**config.mk**
```make
export PLATFORM = sky130hd
export DESIGN_NAME = tpr_cell
export DESIGN_NICKNAME = d
export VERILOG_FILES = /design/src/tpr_pkg.sv /design/src/tpr_cell.sv
export SDC_FILE = /design/constraint.sdc
export NUM_CORES = 1
export LEC_CHECK = 0
export ABC_AREA = 1
export BUFFER_PORTS_ARGS = -buffer_cell sky130_fd_sc_hd__buf_4
export CAP_MARGIN = 20
export CELL_PAD_IN_SITES_DETAIL_PLACEMENT = 0
export CELL_PAD_IN_SITES_GLOBAL_PLACEMENT = 1
export CORE_MARGIN = 2
export CORE_UTILIZATION = 25
export CTS_BUF_LIST = sky130_fd_sc_hd__clkbuf_4 sky130_fd_sc_hd__clkbuf_8 sky130_fd_sc_hd__clkbuf_16
export CTS_CLUSTER_DIAMETER = 40
export CTS_CLUSTER_SIZE = 20
export DETAILED_ROUTE_END_ITERATION = 8
export GPL_ROUTABILITY_DRIVEN = 0
export HOLD_SLACK_MARGIN = 0.12
export PLACE_DENSITY_LB_ADDON = 0.1
export SLEW_MARGIN = 10
export SYNTH_ARGS = -nofsm -noshare
export SYNTH_HDL_FRONTEND = slang
export SYNTH_SLANG_ARGS = --single-unit
export TNS_END_PERCENT = 1
```
**constraint.sdc**
```tcl
create_clock -name i_clk -period 2.62 [get_ports i_clk]
set_input_delay 0.131 -clock i_clk [delete_from_list [all_inputs] [get_ports i_clk]]
set_output_delay 0.131 -clock i_clk [all_outputs]
set_load 0.01 [all_outputs]
```
**src/tpr_pkg.sv**
```systemverilog
// shared types and constants for the tolerance point registry
package tpr_pkg;

    localparam int MAX_NODES_DEF = 256;
    localparam int CW_COORD      = 32;
    localparam int TOL_W         = 31;
    localparam logic [TOL_W-1:0] TOL_RESET = 31'd66;
    localparam int DIST_LAT      = 3;

    typedef enum logic [1:0] {
        OP_GET_OR_CREATE = 2'd0,
        OP_CREATE        = 2'd1,
        OP_FIND_POS      = 2'd2,
        OP_FIND_ID       = 2'd3
    } t_op;

    typedef enum logic [1:0] {
        ST_MATCH    = 2'd0,
        ST_CREATED  = 2'd1,
        ST_NOTFOUND = 2'd2,
        ST_FULL     = 2'd3
    } t_status;

    typedef struct packed {
        logic signed [CW_COORD-1:0] x;
        logic signed [CW_COORD-1:0] y;
        logic signed [CW_COORD-1:0] z;
    } t_point;

    typedef struct packed {
        logic valid;
        logic in_tol;
    } t_dist_flags;

endpackage

```
**src/tpr_cell.sv**
```systemverilog
// one ring cell holding a stored point
module tpr_cell (
    input  logic           i_clk,
    input  logic           i_shift,
    input  tpr_pkg::t_point i_next,
    input  logic           i_load,
    input  tpr_pkg::t_point i_load_pt,
    output tpr_pkg::t_point o_pt
);
    import tpr_pkg::*;

    t_point r_pt;

    always_ff @(posedge i_clk) begin
        if (i_load) begin
            r_pt <= i_load_pt;
        end else if (i_shift) begin
            r_pt <= i_next;
        end
    end

    assign o_pt = r_pt;
endmodule

```
==> metrics.md, run 1 <==
| Metric | Value |
|---|---|
| Stop stage | `clock tree synthesis` |
| Post-CTS Setup Inserts | `0` |
| Total of warnings raised by yosys | `0` |
| Final HPWL DP | `9.86 mm` |
| Die Y | `132 µm` |
| Row Count | `46` |
| Count of clock tree sinks | `96` |
| Die X | `132 µm` |
| IO Pins | `291` |
| Netlist Area Pre-Place | `0.00412 mm²` |
| Maximum level of the CTS H-tree | `3` |
| CTS Hold Buffers Added | `184` |
| CTS resizes | `0` |
| Clk buf depth | `2` |
| First error | `[ERROR RSZ-0060] Max buffer count reached.` |
| Initial Util | `0.258` |
| Syn avg cell area | `10.1 µm²` |
| Post-synth net total | `602` |
| Outcome | `aborted with a tool error` |
| Library cells used by synthesis | `7` |
| CTS buffer count | `9` |
| Buffers added on ports | `290` |
| Sequential fraction of the synthesis area | `0.699` |
| Root buffer cell | `clkbuf_16` |
| Synthesized flop and latch total | `96` |
| Synthesized instance count | `407` |
[through the flow]
step | utilization | worst slack, ps | instances | cell area (µm²)
floorplan | - | 613 | 407 | 4120
global placement | 0.405 | 933 | 897 | 6480
detailed placement | 0.405 | 886 | 897 | 6480
[synth_stat cells]
cell	instances	area, µm²
buf_4	1	7.51
nand2_1	288	1080
or2_2	1	6.26
buf_2	14	70.1
inv_4	1	6.26
buf_6	6	67.6
edfxtp_1	96	2880
[cells by family after synthesis]
logic type	after synthesis	synth area share
buf+inv	22	0.0367
simple gates	289	0.264
flops	96	0.699
==> run 2: changes to the inputs <==
Settings changed: CELL_PAD_IN_SITES_DETAIL_PLACEMENT 0 to default, CELL_PAD_IN_SITES_GLOBAL_PLACEMENT 1 to default, CORE_UTILIZATION 25 to 20, CTS_BUF_LIST sky130_fd_sc_hd__clkbuf_4 sky130_fd_sc_hd__clkbuf_8 sky130_fd_sc_hd__clkbuf_16 to default, CTS_CLUSTER_DIAMETER 40 to default, CTS_CLUSTER_SIZE 20 to default, HOLD_SLACK_MARGIN 0.12 to default, PLACE_DENSITY_LB_ADDON 0.1 to 0.15.
==> run 2 against run 1 <==
Net effect: the run now ends clean; synthesized cell count unchanged; area after synthesis stayed put.
==> metrics.md, run 2 <==
| Metric | Value |
|---|---|
| Outcome | `finished clean` |
| Post-CTS Setup Inserts | `0` |
| Number of global-route vias before repair | `3,618` |
| Maximum level of the CTS H-tree | `3` |
| FF/Latch Area | `0.00288 mm²` |
| Commonest non-fill, non-tap cell in the layout | `buf_4` |
| Total of warnings raised by yosys | `0` |
| Initial DRC count | `147` |
| Most frequent cells in the layout | `buf_4, nand2_1, edfxtp_1` |
| Async set or reset register ratio after synthesis | `0` |
| Endpoints failing setup | `0` |
| Top_reg_cell synth | `edfxtp_1` |
| Setup Crit Path Kind | `in2reg` |
| Critical Path RT | `2640 ps` |
| Max reg flops | `96` |
| Root buffer cell | `clkbuf_16` |
| CTS tree | `done` |
| Fmax achieved | `716 MHz` |
| Via count | `3,705` |
| Setup TNS | `0 ps` |
| Final slew viol count | `0` |
| CTS resizes | `0` |
| Die Area | `0.0218 mm²` |
| Largest net degree at the start of global routing | `97` |
| Setup crit end kind | `register` |
| Final Critical Period | `1400 ps` |
| Static Leakage | `3.41 nW` |
| Worst path bufs/invs | `2` |
| Synthesized flop and latch total | `96` |
| Netlist Area Pre-Place | `0.00412 mm²` |
| Tcrit/Tclk final | `0.533` |
| Cell chain of the critical path | `buf_4 > or2_4 > buf_4` |
| Area Overhead vs Synth | `65.6%` |
| Die Y | `148 µm` |
| Count of clock tree sinks | `96` |
| Buffers added on ports | `290` |
| Worst path slowest cell | `or2_4` |
| Fraction of layout cells with a size suffix above 1 | `0.446` |
| Hold Vio Cnt, Final | `0` |
| First-pass GRT wire length | `19.2 mm` |
| Worst path top cell family by delay | `buffers and inverters` |
| Final HPWL DP | `9.70 mm` |
| Vias per std cell | `3.84` |
| Most common cell in the netlist | `nand2_1` |
| Library cells used by synthesis | `7` |
| # DRC | `0` |
| Post-synth net total | `602` |
| IO Pins | `291` |
| Finished Cell Area | `0.00682 mm²` |
| Unrepaired setup endpoints after global routing | `false` |
| Post-synth top cells | `nand2_1, edfxtp_1, buf_2, buf_6` |
| Synthesized instance count | `407` |
| Post-synth top area share | `0.699` |
| Rel. slew slack | `0.392` |
| Row Count | `52` |
| Clock transition at path regs | `70 ps` |
| Placed inst area | `0.00653 mm²` |
| Initial antenna violation count | `0` |
| Area of the core | `0.0202 mm²` |
| Initial Util | `0.204` |
| Power Density | `592 mW/mm²` |
| TritonRoute pass-1 iters | `4` |
| Max Cap Viol | `0` |
| ANT cells | `0` |
| Crit path DAT | `1410 ps` |
| Final antenna-violating net count | `0` |
| Worst VDD drop | `0.317 mV` |
| Worst-path maximum fanout | `47` |
| Crit path launch type | `input port` |
| Clk buf depth | `2` |
| Worst-Margin Slew | `912 ps` |
| Fillers | `2,118` |
| Die X | `148 µm` |
| Synth area leader | `edfxtp_1` |
| CTS Hold Buffers Added | `0` |
| Routed Wire Length | `12.8 mm` |
| Syn avg cell area | `10.1 µm²` |
| Grt ovf | `0` |
| Hold Crit Class | `in2reg` |
| Synth top area cells | `edfxtp_1, nand2_1, buf_2, buf_6, buf_4` |
| Routed WL per cell | `13.3 µm` |
| Sequential fraction of the synthesis area | `0.699` |
| CTS buffer count | `9` |
| CP most frequent cell | `buf_4` |
| NumNets Final | `885` |
| Number of synthesized flops with an enable pin | `96` |
| CP peak stage delay | `480 ps` |
| Tot GR Track Use | `0.115` |
| Multi-input logic area | `0.00109 mm²` |
## run 2: cell counts after synthesis
Identical to the previous run, type by type.
## run 2: path summary, 6_finish.rpt
path | startpoint | to | slack, ps | depth (start not counted)
worst max-delay path | i_load | o_pt[56] | 1220 | 3
worst min-delay path | i_next[10] | o_pt[10] | 50 | 3
## run 2: routing by layer
| metal | wire [µm] | global-route usage | up-vias |
|---|---|---|---|
| li1 | - | - | 1872 |
| met1 | 4860 | 0.126 | 1642 |
| met2 | 6410 | 0.200 | 177 |
| met3 | 1280 | 0.0420 | 14 |
| met4 | 271 | 0.0486 | 0 |
| met5 | 0 | 0 | - |
## run 2: final cells by class
type	count	area share
flip-flops and latches	96	0.422
repair buffers	293	0.324
multi-input cells	289	0.160
well taps	270	0.0495
clock buffers	9	0.0330
clock inverters	7	0.0103
inverters	1	0.000917
## run 2: where the power goes
part / leakage, nW / internal, W / switching (W) / total (W)
registers: 0.989 / 0.00189 / 0.0000452 / 0.00193
clock network: 0.148 / 0.000742 / 0.000581 / 0.00132
logic: 2.27 / 0.000431 / 0.000353 / 0.000785
## run 2: cells by family after synthesis
| kind of cell | Yosys count | synth area share |
|---|---|---|
| and+or+nand+nor | 289 | 0.264 |
| DFF | 96 | 0.699 |
| buffers and inverters | 22 | 0.0367 |
## run 2: through the flow
stage | hold slack, ps | std cells | util | setup slack, ps | total power [W]
5_1_grt | 38.5 | 965 | 0.337 | 1090 | 0.00425
2_1_floorplan | 310 | 407 | - | 613 | 0.00223
4_1_cts | 32.3 | 965 | 0.337 | 1180 | 0.00412
6_report | 48.8 | 965 | 0.337 | 1220 | 0.00404
3_3_place_gp | 401 | 949 | 0.323 | 866 | 0.00276
3_5_place_dp | 400 | 949 | 0.323 | 805 | 0.00277
Power figures use the tool's default switching activity.
==> run 3: changes to the inputs <==
Clock period 2.62 ns to 1.5 ns, I/O delays scaled along.
==> run 3 against run 2 <==
Net effect: worst hold slack got worse by 36 ps; routed wire length increased by 6.1%; sequential share of layout area shrank 7.1 points; critical endpoint is now o_pt[51]; flip-flop and latch count did not move; power rose by 77%; largest cell class is now non-clock buffers; count of clock-buffer cells in the layout is the same; die area stayed put; core utilization up 6.9 points; sequential power is 75% higher; largest power group unchanged; critical path type unchanged; critical path depth is 2 higher; first-iteration DRC count decreased by 26%.
==> metrics.md, run 3 (synthesized netlist as in run 2, its figures left out) <==
| Metric | Value |
|---|---|
| Worst path bufs/invs | `3` |
| Max reg flops | `96` |
| Endpoints failing setup | `0` |
| Final HPWL DP | `9.81 mm` |
| Row Count | `52` |
| Hold Crit Class | `in2reg` |
| Final Critical Period | `1340 ps` |
| Pre-CTS setup slack | `293 ps` |
| Commonest non-fill, non-tap cell in the layout | `buf_4` |
| Initial antenna violation count | `0` |
| Root buffer cell | `clkbuf_16` |
| Unrepaired setup endpoints after global routing | `false` |
| Hold Vio Cnt, Final | `0` |
| ANT cells | `0` |
| Die Y | `148 µm` |
| Worst VDD drop | `0.421 mV` |
| Routed WL per cell | `12.3 µm` |
| Initial DRC count | `109` |
| Number of global-route vias before repair | `4,148` |
| Crit path DAT | `1420 ps` |
| Routed Wire Length | `13.6 mm` |
| Most frequent cells in the layout | `buf_4, nand2_1, dlygate4sd3_1` |
| Count of clock tree sinks | `96` |
| Worst path top cell family by delay | `buffers and inverters` |
| Buffers added on ports | `290` |
| Clk buf depth | `2` |
| Worst-Margin Slew | `549 ps` |
| Final antenna-violating net count | `0` |
| Setup Crit Path Kind | `in2reg` |
| Tot GR Track Use | `0.122` |
| TritonRoute pass-1 iters | `4` |
| Finished Core Util | `0.406` |
| Max Cap Viol | `0` |
| Outcome | `finished clean` |
| Die X | `148 µm` |
| Area of the core | `0.0202 mm²` |
| Setup TNS | `0 ps` |
| Worst-path maximum fanout | `1` |
| Final slew viol count | `0` |
| CP peak stage delay | `560 ps` |
| NumNets Final | `1,025` |
| Post-CTS Setup Inserts | `0` |
| Fraction of layout cells with a size suffix above 1 | `0.374` |
| Cell chain of the critical path | `dlygate4sd3_1 > buf_4 > nand2_1 > nand2_1 > dlygate4sd3_1` |
| IO Pins | `291` |
| Area Overhead vs Synth | `99.2%` |
| # DRC | `0` |
| Final WS setup | `162 ps` |
| Tcrit/Tclk final | `0.892` |
| Maximum level of the CTS H-tree | `3` |
| CTS buffer count | `9` |
| Fmax achieved | `747 MHz` |
| Static Leakage | `4.00 nW` |
| Die Area | `0.0218 mm²` |
| Critical Path RT | `1590 ps` |
| Rel. slew slack | `0.634` |
| Via count | `4,227` |
| Grt ovf | `0` |
| Power Density | `873 mW/mm²` |
| First-pass GRT wire length | `20.7 mm` |
| Worst path slowest cell | `dlygate4sd3_1` |
| Clock transition at path regs | `60 ps` |
| Vias per std cell | `3.83` |
| CTS tree | `done` |
| Largest net degree at the start of global routing | `54` |
| Setup crit end kind | `register` |
| Crit path launch type | `input port` |
| Initial Util | `0.204` |
-- run 3: final timing paths --
kind              startpoint  endpoint  cells past startpoint  slack (ps)
setup / recovery  i_next[51]  o_pt[51]                      5         160
hold / removal     i_next[9]   o_pt[9]                      3          10
-- run 3: timing repair --
| item | 4_1_cts | 5_1_grt |
|---|---|---|
| hold buffers | 137 | 0 |
| resized for setup | 0 | 0 |
| hold endpoints to repair | 76 | 0 |
-- run 3: final cells by class --
cell class	count	area, µm²
Fill cell	1972	12000
Timing Repair Buffer	433	3630
Sequential cell	96	2880
Multi-Input combinational cell	289	1090
Tap cell	270	338
Clock buffer	9	225
Clock inverter	6	37.5
Inverter	1	6.26
-- run 3: routing by layer --
layer,up-vias,global-route usage,wire length (µm)
met1,1889,0.135,5420
li1,2149,-,-
met3,9,0.0466,1300
met2,180,0.215,6700
met4,0,0.0389,193
met5,-,0,0
-- run 3: per-stage QoR --
step           instances  hold WS (ps)  instance area, µm²  total power [W]
6_report            1104          12.7                8210          0.00717
5_1_grt             1104          6.47                8210          0.00753
4_1_cts             1104         0.430                8210          0.00729
3_5_place_dp         952           345                6580          0.00484
3_3_place_gp         952           339                6580          0.00484
2_1_floorplan        407           254                4120          0.00389
-- run 3: where the power goes --
group | internal [W] | switching, W | total, W | leakage (nW)
Combinational | 0.00105 | 0.000673 | 0.00172 | 2.89
Clock | 0.00111 | 0.000963 | 0.00207 | 0.125
Sequential | 0.00329 | 0.0000828 | 0.00338 | 0.989
Total | 0.00545 | 0.00172 | 0.00717 | 4.00
==> run 4: changes to the inputs <==
--- a/config.mk
+++ b/config.mk
@@ -12,2 +12,3 @@
 export CORE_UTILIZATION = 20
+export CTS_BUF_LIST = sky130_fd_sc_hd__clkbuf_4
 export DETAILED_ROUTE_END_ITERATION = 8
==> constraint.sdc (replaced) <==
create_clock -name i_clk -period 1.5 [get_ports i_clk]
set_input_delay 0.225 -clock i_clk [delete_from_list [all_inputs] [get_ports i_clk]]
set_output_delay 0.225 -clock i_clk [all_outputs]
set_load 0.01 [all_outputs]
==> run 4 against run 3 <==
Net effect: die area did not move; fmax fell by 1.8%; count of clock-buffer cells in the layout rose by 1; flip-flop and latch count did not move; highest routed layer unchanged; clock power fell by 33%.
==> metrics.md, run 4 (synthesized netlist as in run 2, its figures left out) <==
| Metric | Value |
|---|---|
| Outcome | `finished clean` |
| Worst VDD drop | `0.305 mV` |
| Clock transition at path regs | `150 ps` |
| Number of global-route vias before repair | `4,538` |
| Final antenna-violating net count | `0` |
| Via count | `4,420` |
| IO Pins | `291` |
| CTS tree | `done` |
| Initial Util | `0.204` |
| Static Leakage | `4.08 nW` |
| Max Cap Viol | `0` |
| Setup crit end kind | `register` |
| Start point of the worst hold path | `i_load_pt[46]` |
| Fillers | `1,982` |
| Area Overhead vs Synth | `104%` |
| Initial antenna violation count | `2` |
| TritonRoute pass-1 iters | `4` |
| Worst-Margin Slew | `719 ps` |
| Tcrit/Tclk final | `0.908` |
| First-pass GRT wire length | `22.2 mm` |
| Worst-path maximum fanout | `1` |
| Maximum level of the CTS H-tree | `3` |
| Met3 WL post-DR | `1.44 mm` |
| Row Count | `52` |
| Hold_ws | `49.1 ps` |
| WHS Endpoint | `o_pt[46]` |
| Final HPWL DP | `9.94 mm` |
| Routed Wire Length | `14.6 mm` |
| Power Density | `782 mW/mm²` |
| # DRC | `0` |
| NumNets Final | `1,058` |
| Largest net degree at the start of global routing | `97` |
| Count of clock tree sinks | `96` |
| Hold Crit Class | `in2reg` |
| Hold-critical path depth | `3` |
| DR top layer | `met4` |
| Area of the core | `0.0202 mm²` |
| Routed WL per cell | `12.8 µm` |
| Rel. slew slack | `0.521` |
| Pre-CTS setup slack | `-41.5 ps` |
| Unrepaired setup endpoints after global routing | `false` |
| Endpoints failing setup | `0` |
| Final WS setup | `138 ps` |
| Critical Path RT | `1710 ps` |
| Crit path launch type | `input port` |
| Grt ovf | `0` |
| Met2 routed WL | `7.39 mm` |
| Clk buf depth | `2` |
| Initial DRC count | `124` |
| Final Power | `0.00656 W` |
| Setup Crit Path Kind | `in2reg` |
| Commonest non-fill, non-tap cell in the layout | `buf_4` |
| Vias per std cell | `3.88` |
| Final Critical Period | `1360 ps` |
| Most frequent cells in the layout | `buf_4, nand2_1, dlygate4sd3_1` |
| Die Y | `148 µm` |
| Tot GR Track Use | `0.131` |
| Die Area | `0.0218 mm²` |
| Die X | `148 µm` |
| Fraction of layout cells with a size suffix above 1 | `0.358` |
| Root buffer cell | `clkbuf_4` |
| Wire length on met1 | `5.50 mm` |
| Crit path DAT | `1580 ps` |
| Final slew viol count | `0` |
| Hold Vio Cnt, Final | `0` |
| Buffers added on ports | `290` |
| Max reg flops | `96` |
| CTS buffer count | `9` |
| Fmax achieved | `734 MHz` |
==> run 4: what timing repair did <==
action	CTS	global route
setup buffers	0	0
hold buffers	170	1
endpoints found under the hold margin	92	1
resized for setup	0	1
endpoints found under the setup margin	0	76
==> run 4: where the power goes <==
| part | switching [W] | leakage, nW | internal [W] |
|---|---|---|---|
| combinational | 0.000691 | 3.02 | 0.00111 |
| clock | 0.000879 | 0.0698 | 0.000506 |
| sequential | 0.0000845 | 0.989 | 0.00329 |
==> run 4: stage by stage <==
stage,util,TNS (ps),cells,area [µm²]
final,0.415,0,1139,8390
after global routing,0.415,0,1139,8390
after CTS,0.414,0,1135,8370
after detailed placement,0.323,-61.0,951,6540
after global placement,0.323,-34.3,951,6540
after floorplan,-,-7940,407,4130
==> run 4: cell type report <==
cell class	instances	area, µm²	area share
Antenna cell	3	7.51	0.000895
Clock buffer	10	75.1	0.00895
Clock inverter	4	47.5	0.00567
Inverter	1	8.76	0.00104
Multi-Input combinational cell	289	1090	0.130
Sequential cell	96	2880	0.344
Tap cell	270	338	0.0403
Timing Repair Buffer	466	3940	0.470
==> run 4: how the worst max path moves through the flow <==
stage	startpoint	to	slack (ps)	cells after the start
6_report	i_next[74]	o_pt[74]	140	5
5_1_grt	i_load	o_pt[50]	100	5
4_1_cts	i_load	o_pt[92]	20	5
3_5_place_dp	i_load	o_pt[78]	-40	4
3_3_place_gp	i_load	o_pt[78]	-30	4
2_1_floorplan	i_load	o_pt[0]	-80	3
==> run 4: layer usage <==
metal	track usage	vias to the layer above
met3	0.0519	17
met5	0	-
met1	0.135	1989
met2	0.239	194
met4	0.0462	0
li1	-	2220
==> run 4: worst max-delay path: stages <==
cell	delay [ps]
dlygate4sd3_1	560
buf_4	140
nand2_1	50
nand2_1	50
dlygate4sd3_1	550
